## config.mk

```make
export PLATFORM = sky130hd
export DESIGN_NAME = tcp_syn_header_builder
export DESIGN_NICKNAME = d
export VERILOG_FILES = /design/src/sv/tsh_pkg.sv /design/src/sv/tcp_syn_header_builder.sv
export SDC_FILE = /design/constraint.sdc
export NUM_CORES = 1
export LEC_CHECK = 0
export BUFFER_PORTS_ARGS = -buffer_cell sky130_fd_sc_hd__clkbuf_2
export CAP_MARGIN = 20
export CORE_ASPECT_RATIO = 1.75
export CORE_MARGIN = 3
export CORE_UTILIZATION = 35
export CTS_CLUSTER_DIAMETER = 40
export DETAILED_ROUTE_END_ITERATION = 16
export PLACE_DENSITY = 0.62
export REMOVE_ABC_BUFFERS = 1
export SETUP_SLACK_MARGIN = 0.2
export SLEW_MARGIN = 40
export SYNTH_ARGS = -nofsm -noshare
export SYNTH_HDL_FRONTEND = slang
export SYNTH_SLANG_ARGS = --single-unit
```

## constraint.sdc

```tcl
create_clock -name clk -period 31.7 [get_ports clk]
set_clock_uncertainty 0.1 [all_clocks]
set_input_delay 1.585 -clock clk [delete_from_list [all_inputs] [get_ports clk]]
set_output_delay 1.585 -clock clk [all_outputs]
set_load 0.1 [all_outputs]
```

## src/sv/tsh_pkg.sv

```systemverilog
// shared types, constants and checksum helper for the syn header builder
`default_nettype none

package tsh_pkg;

  localparam int unsigned HDR_WORDS = 20;
  localparam int unsigned IDX_W     = 5;
  localparam logic [IDX_W-1:0] LAST_IDX = 5'd19;

  // fixed header words
  localparam logic [15:0] IP_VER_WORD    = 16'h4500;
  localparam logic [15:0] IP_TOTAL_LEN   = 16'd40;
  localparam logic [7:0]  PROTO_TCP      = 8'd6;
  localparam logic [15:0] TCP_LEN        = 16'd20;
  localparam logic [15:0] TCP_FLAGS_WORD = 16'h5002;

  // register file
  localparam int unsigned CFG_IDX_W = 8;
  localparam logic [CFG_IDX_W-1:0] REG_TTL    = 8'd0;
  localparam logic [CFG_IDX_W-1:0] REG_WINDOW = 8'd1;
  localparam logic [7:0]  TTL_RESET    = 8'd64;
  localparam logic [15:0] WINDOW_RESET = 16'd8192;

  typedef struct packed {
    logic [31:0] seq_number;
    logic [15:0] ip_ident;
    logic [15:0] dst_port;
    logic [15:0] src_port;
    logic [31:0] dest_addr;
    logic [31:0] source_addr;
  } req_t;

  // fold a 20-bit sum to 16 bits with end-around carry and invert
  function automatic logic [15:0] fold_invert(input logic [19:0] s);
    logic [16:0] f1;
    logic [15:0] f2;
    f1 = 17'(s[15:0]) + 17'(s[19:16]);
    f2 = f1[15:0] + 16'(f1[16]);
    return ~f2;
  endfunction

endpackage

`default_nettype wire

```

## src/sv/tcp_syn_header_builder.sv

```systemverilog
// top level: ipv4 + tcp syn header builder with checksum pipeline and word serializer
`default_nettype none

// usage
//   s_axis carries one probe request per item (addresses, ports, ident, seq number).
//   m_axis returns the 40-byte ipv4 + tcp syn header as twenty 16-bit words,
//   word 0 first, each tagged with its position; tlast marks word 19.
//   cfg writes time_to_live (index 0) and window_size (index 1); other indexes are
//   ignored. cfg_ready is always high; write only while no request is in flight.
// pipeline and throughput
//   three register stages build the sums and checksums; an accepted request passes
//   through stages 1, 2 and 3 and is loaded into the serializer when it is empty or
//   while its last word leaves. the serializer sends one word per cycle while
//   m_axis_tready is high.
//   up to three further requests wait in the stages while a header is sent.
// reset
//   rst (synchronous) empties all stages and the serializer and loads ttl 64 and
//   window 8192.
// stall
//   while m_axis_tready is low the current word holds; the stages fill and then
//   s_axis_tready drops. nothing is lost or sent twice.
module tcp_syn_header_builder (
  input  wire logic         clk,
  input  wire logic         rst,
  // request in
  input  wire logic         s_axis_tvalid,
  output logic              s_axis_tready,
  // source_addr[31:0], dest_addr[63:32], src_port[79:64], dst_port[95:80],
  // ip_ident[111:96], seq_number[143:112]
  input  wire logic [143:0] s_axis_tdata,
  // header words out
  output logic              m_axis_tvalid,
  input  wire logic         m_axis_tready,
  // header_word[15:0], word_index[20:16], zero[23:21]
  output logic [23:0]       m_axis_tdata,
  output logic              m_axis_tlast,
  // register writes
  input  wire logic         cfg_valid,
  output logic              cfg_ready,
  input  wire logic [tsh_pkg::CFG_IDX_W-1:0] cfg_index,
  input  wire logic [15:0]  cfg_data
);

  // configuration registers
  logic [7:0]  ttl;
  logic [15:0] window;

  assign cfg_ready = 1'b1;

  always_ff @(posedge clk) begin
    if (rst) begin
      ttl    <= tsh_pkg::TTL_RESET;
      window <= tsh_pkg::WINDOW_RESET;
    end else if (cfg_valid) begin
      case (cfg_index)
        tsh_pkg::REG_TTL:    ttl    <= cfg_data[7:0];
        tsh_pkg::REG_WINDOW: window <= cfg_data;
        default: ;
      endcase
    end
  end

  // unpack the request
  tsh_pkg::req_t in_req;
  always_comb begin
    in_req.source_addr = s_axis_tdata[31:0];
    in_req.dest_addr   = s_axis_tdata[63:32];
    in_req.src_port    = s_axis_tdata[79:64];
    in_req.dst_port    = s_axis_tdata[95:80];
    in_req.ip_ident    = s_axis_tdata[111:96];
    in_req.seq_number  = s_axis_tdata[143:112];
  end

  // stage registers
  logic          s1_valid, s2_valid, s3_valid;
  tsh_pkg::req_t s1_req, s2_req, s3_req;
  logic [17:0]   s1_addr_sum, s1_ip_misc, s1_tcp_misc, s1_tcp_const;
  logic [18:0]   s2_ip_sum;
  logic [19:0]   s2_tcp_sum;
  logic [15:0]   s3_ip_csum, s3_tcp_csum;

  // serializer
  logic                      out_valid;
  logic [tsh_pkg::IDX_W-1:0] out_idx;
  logic [15:0]               words [tsh_pkg::HDR_WORDS];
  logic [15:0]               hdr   [tsh_pkg::HDR_WORDS];

  logic take, out_last, load, ready3, ready2, ready1;

  assign take     = out_valid && m_axis_tready;
  assign out_last = (out_idx == tsh_pkg::LAST_IDX);
  // serializer takes a new header when empty or while its last word leaves
  assign load     = s3_valid && (!out_valid || (take && out_last));
  assign ready3   = !s3_valid || load;
  assign ready2   = !s2_valid || ready3;
  assign ready1   = !s1_valid || ready2;
  assign s_axis_tready = ready1;

  // stage 1: partial sums of 16-bit words
  always_ff @(posedge clk) begin
    if (rst) begin
      s1_valid <= 1'b0;
    end else if (ready1) begin
      s1_valid <= s_axis_tvalid;
    end
  end

  always_ff @(posedge clk) begin
    if (ready1 && s_axis_tvalid) begin
      s1_req       <= in_req;
      s1_addr_sum  <= 18'(in_req.source_addr[31:16]) + 18'(in_req.source_addr[15:0])
                    + 18'(in_req.dest_addr[31:16]) + 18'(in_req.dest_addr[15:0]);
      s1_ip_misc   <= 18'(in_req.ip_ident) + 18'({ttl, tsh_pkg::PROTO_TCP})
                    + 18'(tsh_pkg::IP_VER_WORD) + 18'(tsh_pkg::IP_TOTAL_LEN);
      s1_tcp_misc  <= 18'(in_req.src_port) + 18'(in_req.dst_port)
                    + 18'(in_req.seq_number[31:16]) + 18'(in_req.seq_number[15:0]);
      // window, flags word and the constant part of the pseudo-header
      s1_tcp_const <= 18'(window) + 18'(tsh_pkg::TCP_FLAGS_WORD)
                    + 18'(tsh_pkg::PROTO_TCP) + 18'(tsh_pkg::TCP_LEN);
    end
  end

  // stage 2: full ip and tcp sums (addresses count in both)
  always_ff @(posedge clk) begin
    if (rst) begin
      s2_valid <= 1'b0;
    end else if (ready2) begin
      s2_valid <= s1_valid;
    end
  end

  always_ff @(posedge clk) begin
    if (ready2 && s1_valid) begin
      s2_req     <= s1_req;
      s2_ip_sum  <= 19'(s1_addr_sum) + 19'(s1_ip_misc);
      s2_tcp_sum <= 20'(s1_addr_sum) + 20'(s1_tcp_misc) + 20'(s1_tcp_const);
    end
  end

  // stage 3: fold and invert
  always_ff @(posedge clk) begin
    if (rst) begin
      s3_valid <= 1'b0;
    end else if (ready3) begin
      s3_valid <= s2_valid;
    end
  end

  always_ff @(posedge clk) begin
    if (ready3 && s2_valid) begin
      s3_req      <= s2_req;
      s3_ip_csum  <= tsh_pkg::fold_invert(20'(s2_ip_sum));
      s3_tcp_csum <= tsh_pkg::fold_invert(s2_tcp_sum);
    end
  end

  // header image from stage 3
  always_comb begin
    hdr[0]  = tsh_pkg::IP_VER_WORD;
    hdr[1]  = tsh_pkg::IP_TOTAL_LEN;
    hdr[2]  = s3_req.ip_ident;
    hdr[3]  = 16'h0000;
    hdr[4]  = {ttl, tsh_pkg::PROTO_TCP};
    hdr[5]  = s3_ip_csum;
    hdr[6]  = s3_req.source_addr[31:16];
    hdr[7]  = s3_req.source_addr[15:0];
    hdr[8]  = s3_req.dest_addr[31:16];
    hdr[9]  = s3_req.dest_addr[15:0];
    hdr[10] = s3_req.src_port;
    hdr[11] = s3_req.dst_port;
    hdr[12] = s3_req.seq_number[31:16];
    hdr[13] = s3_req.seq_number[15:0];
    hdr[14] = 16'h0000;
    hdr[15] = 16'h0000;
    hdr[16] = tsh_pkg::TCP_FLAGS_WORD;
    hdr[17] = window;
    hdr[18] = s3_tcp_csum;
    hdr[19] = 16'h0000;
  end

  // serializer control
  always_ff @(posedge clk) begin
    if (rst) begin
      out_valid <= 1'b0;
      out_idx   <= '0;
    end else if (load) begin
      out_valid <= 1'b1;
      out_idx   <= '0;
    end else if (take) begin
      if (out_last) begin
        out_valid <= 1'b0;
      end else begin
        out_idx <= out_idx + 5'd1;
      end
    end
  end

  // serializer words: load the image, then shift toward word 0
  always_ff @(posedge clk) begin
    if (load) begin
      for (int i = 0; i < tsh_pkg::HDR_WORDS; i++) begin
        words[i] <= hdr[i];
      end
    end else if (take) begin
      for (int i = 0; i < tsh_pkg::HDR_WORDS - 1; i++) begin
        words[i] <= words[i+1];
      end
    end
  end

  assign m_axis_tvalid = out_valid;
  assign m_axis_tdata  = {3'b000, out_idx, words[0]};
  assign m_axis_tlast  = out_last;

endmodule

`default_nettype wire

```

==> After elaboration in Yosys (flattened, before gate mapping) <==
Memory sizes are Yosys's and may differ from the RTL's.
Index checks and enable logic that the tools add are counted.
{ "classes": {"n_mul": 0, "n_eq_ne": 2, "bitwise_logic": 22, "div_mod_pow": 0, "magnitude_cmp": 0, "shift": 0, "reduce_logical": 22, "n_addsub": 20, "mux": 27} }
{ "ops": {"columns": ["op", "count"], "rows": [
  ["16-bit two-way mux", 19],
  ["16-bit by 16-bit adder with 17-bit output", 3],
  ["18-bit by 18-bit adder with 19-bit output", 2],
  ["17-bit by 16-bit adder with 18-bit output", 2],
  ["18-bit by 16-bit adder with 18-bit output", 2],
  ["16-bit by 1-bit adder with 16-bit output", 2],
  ["16-bit inverter", 2],
  ["19-bit by 18-bit adder with 20-bit output", 1],
  ["1-bit OR", 19],
  ["17-bit by 15-bit adder with 18-bit output, second input constant", 1],
  ["17-bit by 3-bit adder with 18-bit output, second input constant", 1],
  ["18-bit by 5-bit adder with 18-bit output, second input constant", 1],
  ["18-bit by 6-bit adder with 18-bit output, second input constant", 1],
  ["16-bit by 15-bit adder with 17-bit output, second input constant", 1],
  ["16-bit by 3-bit adder with 17-bit output", 1],
  ["16-bit by 4-bit adder with 17-bit output", 1],
  ["8-bit by 1-bit equality test with 1-bit output, second input constant", 1],
  ["8-bit logical NOT", 1],
  ["1-bit two-way mux", 8],
  ["2-bit AND reduction", 4],
  ["1-bit logical AND", 6],
  ["5-bit by 1-bit adder with 5-bit output, second input constant", 1],
  ["5-bit equality test, second input constant", 1],
  ["1-bit logical NOT", 4],
  ["4 further kinds", 8]
]} }
{ "word_totals": {"ramBits": 320, "output_inout_bits": 28, "register_bits": 608, "rom_bits": 0, "n_memories": 1, "in_bits": 173, "latchBits": 0} }
{ "memory_table": {"columns": ["memory", "words", "word_bits", "read_ports", "rd_ports_with_merged_regs", "write_ports", "line", "rtl"], "rows": [
  ["words", 20, 16, 20, 0, 20, "tcp_syn_header_builder.sv:85", "logic [15:0] words [tsh_pkg::HDR_WORDS];"]
]} }

==> Logic depth before layout (Yosys ltp) <==
Gate-level depths: netlist (run 1).
{ "depth": {"depth_word": 8, "depth_mapped": 14, "ltp_nobuf": 14} }

==> Least setup slack after synthesis (run 1) <==
OpenSTA, ideal clock, no wires.
{ "synth_timing": {"kind": "register to register", "from": "register out_valid (netlist: m_axis_tvalid)", "to": "memory words[0][0], enable pin", "stages_incl_launch_ff": 2, "slack_ps": 8194, "setup_time_ps": 1390, "t_arrival_ps": 22016, "cell_sequence": "dfxtp_1 -> o21ai_0"} }
{ "synth_lines": {"columns": ["element", "line", "rtl"], "rows": [
  ["from (decl)", "tcp_syn_header_builder.sv:83", "logic out_valid;"],
  ["from (signal assigned)", "tcp_syn_header_builder.sv:184", "out_valid <= 1'b0;"],
  ["from (signal assigned)", "tcp_syn_header_builder.sv:187", "out_valid <= 1'b1;"],
  ["from (signal assigned)", "tcp_syn_header_builder.sv:191", "out_valid <= 1'b0;"],
  ["to (decl)", "tcp_syn_header_builder.sv:85", null]
]} }

==> Worst setup path after layout (run 1) <==
{ "layout_timing": {"from": "input port s_axis_tdata[65]", "to": "register s1_tcp_misc[17] (data pin)"} }
{ "layout_via": {"elab_chain_cells": 3} }
{ "layout_rtl": {"columns": ["element", "line", "rtl"], "rows": [
  ["from (decl)", "tcp_syn_header_builder.sv:30", "input wire logic [143:0] s_axis_tdata,"],
  ["16-bit by 16-bit adder with 17-bit output", "tcp_syn_header_builder.sv:115", "s1_tcp_misc <= 18'(in_req.src_port) + 18'(in_req.dst_port)"],
  ["17-bit by 16-bit adder with 18-bit output", "tcp_syn_header_builder.sv:116", "+ 18'(in_req.seq_number[31:16]) + 18'(in_req.seq_number[15:0]);"],
  ["18-bit by 16-bit adder with 18-bit output", "tcp_syn_header_builder.sv:116", null],
  ["to (signal assigned)", "tcp_syn_header_builder.sv:115", null],
  ["to (decl)", "tcp_syn_header_builder.sv:77", "logic [17:0] s1_addr_sum, s1_ip_misc, s1_tcp_misc, s1_tcp_const;"]
]} }
Every way passes these cells.
A chain may end at the register's enable or synchronous reset.

==> results.rst, run 1 <==
.. list-table::
   :header-rows: 1

   * - Metric
     - Value
   * - Nets@finish
     - 3008
   * - Number of enable-type register cells in the synthesized netlist
     - 877
   * - # fillers
     - 10050
   * - Yosys warning count
     - 0
   * - Outcome
     - finished, final reports clean
   * - Post-route clock period utilization
     - 15.7%
   * - Largest area contributor in the netlist
     - sky130_fd_sc_hd__edfxtp_1
   * - Total number of vias
     - 19375
   * - Util after Layout
     - 41.2%
   * - Mean routed wirelength per cell
     - 19.5 microns
   * - Proportion of power drawn by the clock network
     - 35.1%
   * - Total of buffers placed on input and output ports
     - 196
   * - Gate count of the mapped netlist
     - 2389
   * - Number of hold-repair buffers added at the cts stage
     - 0
   * - Switching share of power
     - 28.9%
   * - Yosys top cell area share
     - 68.4%
   * - Storage element area
     - 27000 sq um
   * - Worst slew pin tran
     - 887 ps
   * - Startpoint class of the critical path
     - input port
   * - Total congestion overflow after global routing
     - 0
   * - Cell with the most instances after synthesis
     - sky130_fd_sc_hd__edfxtp_1
   * - Count of buffers added by post-CTS timing repair for setup
     - 0
   * - Antenna violation net count after detailed routing
     - 0
   * - FF-to-FF path depth
     - 7
   * - Largest net degree at the start of global routing
     - 152
   * - Starting DRC count in detailed routing
     - 1176
   * - Number of DRC violations after detailed routing
     - 0
   * - Endpoint, Worst Hold
     - hdr[191]$_DFFE_PP_
   * - Die area
     - 114000 sq um
   * - Unrepaired setup endpoints after global routing
     - false
   * - Vias per cell
     - 4.61
   * - Critical path class
     - input port to flop
   * - Final Hold Viols
     - 0
   * - Number of pins exceeding their max-slew limit in the final report
     - 0
   * - Sum of routed wire length over all layers
     - 81.8 mm
   * - Area delta synth->final
     - 16.5%
   * - Post-synth ARST share
     - 0%
   * - Largest voltage drop on the vdd net
     - 0.0453 mV
   * - Clock tree from TritonCTS
     - yes
   * - Power Total
     - 3.48 mW
   * - Antenna violations before repair
     - 15
   * - Number of detailed-routing iterations run before antenna repair
     - 7
   * - Cell-internal power
     - 2.47 mW
   * - Die height
     - 445 microns
   * - Worst min-delay path startpoint
     - s2_req[63]$_DFFE_PP_
   * - H-tree depth
     - 3
   * - Footprint of the multi-input gates
     - 10300 sq um
   * - Number of global-route vias before repair
     - 20526
   * - Summed instance area of the synthesized netlist
     - 38500 sq um
   * - Most instantiated cells after synthesis
     - sky130_fd_sc_hd__edfxtp_1, sky130_fd_sc_hd__inv_1, sky130_fd_sc_hd__mux2_2
   * - TritonCTS sink count
     - 910
   * - Critical path required time
     - 32020 ps
   * - Placeable core area
     - 109000 sq um
   * - Worst flop-to-flop path startpoint
     - out_idx[0]$_SDFFE_PP0P_
   * - Count of unique library cells instantiated by Yosys
     - 82
   * - Cell area after layout
     - 44800 sq um
   * - Standard cell area after detailed placement
     - 41200 sq um
   * - Quantity of gates resized following cts
     - 0
   * - R2r setup slk
     - 27970 ps
   * - Portion of the post-synthesis area used by sequential elements
     - 70.1%
   * - Maximum buffer depth of the clock tree
     - 3
   * - Met3 usage in global routing
     - 3.05%
   * - Clock Tree Root
     - sky130_fd_sc_hd__clkbuf_16
   * - Static Leakage
     - 16.5 nW
   * - CP max FO
     - 3
   * - Switching Power
     - 1.00 mW
   * - Half-perimeter wire length after placement
     - 56.0 mm
   * - Critical Path Start
     - s_axis_tdata[65]
   * - Total of max-cap violations
     - 0
   * - Kind of capture point of the worst setup path
     - flop
   * - Number of instances on the worst hold path
     - 0
   * - Max-Slew Margin vs Limit
     - 40.9%
   * - Type of the tightest min-delay check
     - flop to flop
   * - Die width
     - 257 microns
   * - Ports
     - 201
   * - Portion of total power attributed to combinational logic
     - 20.6%
   * - Worst setup timing slack at the placement stage
     - 26120 ps
   * - Busiest layer in global routing
     - met2
   * - Clock insertion delay at the later pin of the skew report
     - 690 ps
   * - Flop and latch count out of synthesis
     - 910
   * - Upper clock frequency limit
     - 202 MHz
   * - Rows
     - 160
   * - Final non-filler cell total
     - 4201
   * - Cell count after placement
     - 3994
   * - Combined global-route utilization of all metal layers
     - 14.5%
   * - First-pass GRT wire length
     - 125 mm
   * - Final setup vio count
     - 0
   * - PD cells
     - 77.5 nW/um^2
   * - Top post-synthesis cells by area
     - sky130_fd_sc_hd__edfxtp_1, sky130_fd_sc_hd__mux2_2, sky130_fd_sc_hd__fa_1
   * - Clock transition at the registers of the reported paths
     - 60 ps
   * - Mapped Avg Cell Area
     - 16.1 sq um
   * - Destination of the worst register-to-register timing path
     - s1_req[49]$_DFFE_PP_
   * - Arrival time worst endpoint
     - 5280 ps
   * - Final GP Congestion
     - 0.823
   * - Routing usage on met2
     - 25.3%
   * - Global Route met1 Usage
     - 16.9%
   * - TritonCTS Buffers
     - 105
   * - Final setup margin
     - 26740 ps
   * - Time the final worst path needs with I/O delays and setup
     - 4960 ps
   * - Initial cell density of the core
     - 35.3%
   * - Min Hold Slack
     - 310 ps
   * - Share of post-route cells with drive strength above 1
     - 22.0%
   * - Top_reg_cell synth
     - sky130_fd_sc_hd__edfxtp_1
   * - Final sum of negative setup slack
     - 0 ps
   * - Relative contribution of sequential cells to total power
     - 44.3%
## layer usage
metal  vias to the layer above  part of all wire (%)
met2                       379                    51
met4                        10                   4.2
li1                       9218                     -
met5                         -                 0.081
met3                       144                   4.9
met1                      9624                    40
## area by class of cell
class                   count  share of cell area, %
clock buffers             117                   6.01
clock inverters            78                   1.87
flip-flops and latches    910                   60.2
multi-input cells        1173                   22.9
well taps                1458                   4.07
diodes                      9                 0.0502
repair buffers            215                   2.81
inverters                 241                   2.02
## worst max path at each step
stage	to	slack [ps]
2_1_floorplan	words[0][0]$_SDFFCE_PN0P_	8190
3_3_place_gp	s1_tcp_misc[17]$_DFFE_PP_	26150
3_5_place_dp	s1_tcp_misc[17]$_DFFE_PP_	26120
4_1_cts	s1_tcp_misc[17]$_DFFE_PP_	26880
5_1_grt	s1_tcp_misc[17]$_DFFE_PP_	26610
6_report	s1_tcp_misc[17]$_DFFE_PP_	26740
## power by group through the flow
stage | clock (mW) | sequential, mW | combinational (mW)
3_5_place_dp | 0 | 1.57 | 0.717
2_1_floorplan | 0 | 1.56 | 0.536
6_report | 1.22 | 1.54 | 0.717
4_1_cts | 1.26 | 1.54 | 0.722
5_1_grt | 1.30 | 1.55 | 0.816
3_3_place_gp | 0 | 1.57 | 0.709
## cell families (layout without fill, tap and decap cells)
kind of cell / after synthesis / count (layout) / share of synthesized area (%)
and+or+nand+nor: 395 / 395 / 5.55
buffers and inverters: 308 / 651 / 3.32
DFF: 910 / 910 / 70.1
other: 2 / 13 / 0.0195
muxes: 206 / 206 / 5.94
adders and majority gates: 190 / 190 / 7.85
AOI/OAI and AO/OA: 258 / 258 / 4.45
xor gates and xnor gates: 120 / 120 / 2.73
## worst max-delay path: stages
cell                        delay [ps]
sky130_fd_sc_hd__clkbuf_2           90
sky130_fd_sc_hd__inv_1              50
sky130_fd_sc_hd__fa_1              530
sky130_fd_sc_hd__inv_1              50
sky130_fd_sc_hd__fa_1              460
sky130_fd_sc_hd__ha_1              250
sky130_fd_sc_hd__fa_1              440
sky130_fd_sc_hd__a21o_1            180
sky130_fd_sc_hd__a21oi_1           420
sky130_fd_sc_hd__o21ai_1           220
sky130_fd_sc_hd__a31o_2            330
sky130_fd_sc_hd__a2111oi_0         400
sky130_fd_sc_hd__a21o_1            180
sky130_fd_sc_hd__o21ai_0            90
## flip-flops by register name, indices dropped and copies added (netlist names), 8 cells and up
| register | flops |
|---|---|
| s1_req | 144 |
| s1_tcp_misc | 18 |
| hdr | 144 |
| s3_tcp_csum | 16 |
| s1_addr_sum | 18 |
| s1_ip_misc | 17 |
| s2_tcp_sum | 20 |
| window | 16 |
| words | 304 |
| s2_req | 144 |
| ttl | 8 |
| s3_ip_csum | 16 |
| s2_ip_sum | 19 |
| s1_tcp_const | 17 |
## layout by cell type (no fill, tap or decap), types with 71 or more instances in the layout
cell type / n
sky130_fd_sc_hd__edfxtp_1: 877
sky130_fd_sc_hd__inv_1: 241
sky130_fd_sc_hd__clkbuf_2: 195
sky130_fd_sc_hd__mux2_2: 177
sky130_fd_sc_hd__and2_1: 113
sky130_fd_sc_hd__clkbuf_16: 106
sky130_fd_sc_hd__ha_1: 103
sky130_fd_sc_hd__fa_1: 86
sky130_fd_sc_hd__nor2_1: 78
sky130_fd_sc_hd__xnor2_1: 72
sky130_fd_sc_hd__a21oi_1: 71
Power figures use the tool's default switching activity.
==> run 2, diff against run 1 <==
--- a/config.mk
+++ b/config.mk
@@ -12,7 +12,7 @@
 export CORE_UTILIZATION = 35
 export CTS_CLUSTER_DIAMETER = 40
 export DETAILED_ROUTE_END_ITERATION = 16
-export PLACE_DENSITY = 0.62
+export PLACE_DENSITY = 0.63
 export REMOVE_ABC_BUFFERS = 1
 export SETUP_SLACK_MARGIN = 0.2
 export SLEW_MARGIN = 40
==> constraint.sdc (replaced) <==
create_clock -name clk -period 4.45 [get_ports clk]
set_clock_uncertainty 0.1 [all_clocks]
set_input_delay 0.2225 -clock clk [delete_from_list [all_inputs] [get_ports clk]]
set_output_delay 0.2225 -clock clk [all_outputs]
set_load 0.1 [all_outputs]
==> results.rst, run 2 (synthesis gave the netlist of run 1 again) <==
.. list-table::
   :header-rows: 1

   * - Metric
     - Value
   * - Worst slew pin tran
     - 819 ps
   * - Critical path required time
     - 4790 ps
   * - Commonest non-fill, non-tap cells in the layout
     - sky130_fd_sc_hd__edfxtp_1, sky130_fd_sc_hd__inv_1, sky130_fd_sc_hd__clkbuf_2
   * - Outcome
     - finished, final reports clean
   * - Max FFs per register
     - 304
   * - Worst min-delay path startpoint
     - s_axis_tdata[142]
   * - PD cells
     - 543 nW/um^2
   * - Post-route clock period utilization
     - 87.7%
   * - Vias per cell
     - 4.57
   * - Largest net degree at the start of global routing
     - 114
   * - Type of the tightest min-delay check
     - input port to flop
   * - Total of buffers placed on input and output ports
     - 196
   * - Final setup margin
     - 548 ps
   * - Area delta synth->final
     - 21.9%
   * - Critical path class
     - input port to flop
   * - Rows
     - 160
   * - Die height
     - 445 microns
   * - Worst flop-to-flop path startpoint
     - s2_ip_sum[16]$_DFFE_PP_
   * - CP max FO
     - 3
   * - FF-to-FF path depth
     - 11
   * - Total number of vias
     - 20070
   * - Die width
     - 257 microns
   * - Nets@finish
     - 3190
   * - R2r setup slk
     - 960 ps
   * - Combined global-route utilization of all metal layers
     - 14.7%
   * - Mean routed wirelength per cell
     - 19.0 microns
   * - Die area
     - 114000 sq um
   * - Power Total
     - 25.5 mW
   * - Kind of capture point of the worst setup path
     - flop
   * - Critical Path Start
     - s_axis_tdata[65]
   * - Clock transition at the registers of the reported paths
     - 60 ps
   * - Largest voltage drop on the vdd net
     - 0.329 mV
   * - Clock Tree Root
     - sky130_fd_sc_hd__clkbuf_16
   * - Unrepaired setup endpoints after global routing
     - false
   * - Starting DRC count in detailed routing
     - 1110
   * - H-tree depth
     - 3
   * - Leading cell type in the layout, fill and taps excluded
     - sky130_fd_sc_hd__edfxtp_1
   * - Worst setup timing slack at the placement stage
     - 368 ps
   * - Arrival time worst endpoint
     - 4240 ps
   * - Top reg by flops
     - words
   * - Ports
     - 201
   * - First-pass GRT wire length
     - 127 mm
   * - Half-perimeter wire length after placement
     - 58.1 mm
   * - Maximum buffer depth of the clock tree
     - 3
   * - Final setup vio count
     - 0
   * - TritonCTS Buffers
     - 110
   * - Initial cell density of the core
     - 35.3%
   * - Number of instances on the worst hold path
     - 2
   * - Time the final worst path needs with I/O delays and setup
     - 3900 ps
   * - Final sum of negative setup slack
     - 0 ps
   * - Max-Slew Margin vs Limit
     - 45.4%
   * - Number of pins exceeding their max-slew limit in the final report
     - 0
   * - Number of DRC violations after detailed routing
     - 0
   * - Final GP Congestion
     - 0.826
   * - Total of max-cap violations
     - 0
   * - Static Leakage
     - 17.5 nW
   * - Min Hold Slack
     - 146 ps
   * - Share of post-route cells with drive strength above 1
     - 21.5%
   * - Number of global-route vias before repair
     - 21258
   * - TritonCTS sink count
     - 910
   * - Quantity of gates resized following cts
     - 0
   * - Final Hold Viols
     - 0
   * - Util after Layout
     - 43.1%
   * - Placeable core area
     - 109000 sq um
   * - Antenna violations before repair
     - 5
   * - Upper clock frequency limit
     - 256 MHz
   * - Clock insertion delay at the later pin of the skew report
     - 700 ps
   * - Antenna violation net count after detailed routing
     - 0
   * - Sum of routed wire length over all layers
     - 83.3 mm
   * - Clock tree from TritonCTS
     - yes
   * - Number of detailed-routing iterations run before antenna repair
     - 5
   * - Total congestion overflow after global routing
     - 0
   * - Startpoint class of the critical path
     - input port
==> run 2: layer usage <==
metal	part of all wire (%)	wire, microns	track usage, %
met5	0.016	13	0.0427
met4	4.7	3910	7.75
met3	4.4	3700	2.35
met2	51	42700	25.9
met1	40	33000	17.3
==> run 2: cell type report <==
type | count | area, sq um
well taps | 1458 | 1820
diodes | 8 | 20.0
fillers | 9890 | 62000
multi-input cells | 1173 | 10300
inverters | 241 | 905
clock inverters | 81 | 903
repair buffers | 392 | 3050
clock buffers | 127 | 2920
flip-flops and latches | 910 | 27000
==> run 2: worst paths after layout <==
path,to
setup / recovery,s1_tcp_misc[17]$_DFFE_PP_
hold / removal,s1_req[142]$_DFFE_PP_
setup reg to reg,s3_ip_csum[11]$_DFFE_PP_
hold reg to reg,s2_req[24]$_DFFE_PP_
==> run 2: what timing repair did <==
action	CTS	global route
setup buffers	0	0
endpoints found under the hold margin	187	0
hold buffers	165	0
==> run 2: worst max-delay path: stages <==
cell                            delay (ps)
sky130_fd_sc_hd__dlygate4sd3_1         520
sky130_fd_sc_hd__clkbuf_2              100
sky130_fd_sc_hd__inv_1                  50
sky130_fd_sc_hd__fa_1                  530
sky130_fd_sc_hd__inv_1                  50
sky130_fd_sc_hd__fa_1                  460
sky130_fd_sc_hd__ha_1                  290
sky130_fd_sc_hd__fa_1                  420
sky130_fd_sc_hd__a21o_1                170
sky130_fd_sc_hd__a21oi_1               140
sky130_fd_sc_hd__buf_4                 150
sky130_fd_sc_hd__o21ai_1               130
sky130_fd_sc_hd__a31o_2                330
sky130_fd_sc_hd__a2111oi_0             400
sky130_fd_sc_hd__a21o_1                170
sky130_fd_sc_hd__o21ai_0                90
==> run 2: metrics by stage <==
step                      std cells  instance area [sq um]
final                          4390                  46900
after detailed placement       4008                  41400
after global placement         4008                  41400
after floorplan                2324                  38100
after CTS                      4381                  46900
after global routing           4385                  46900
==> run 2: where the power goes <==
group / switching, mW / internal [mW]
sequential: 0.517 / 10.5
combinational: 3.01 / 2.25
clock: 3.83 / 5.38
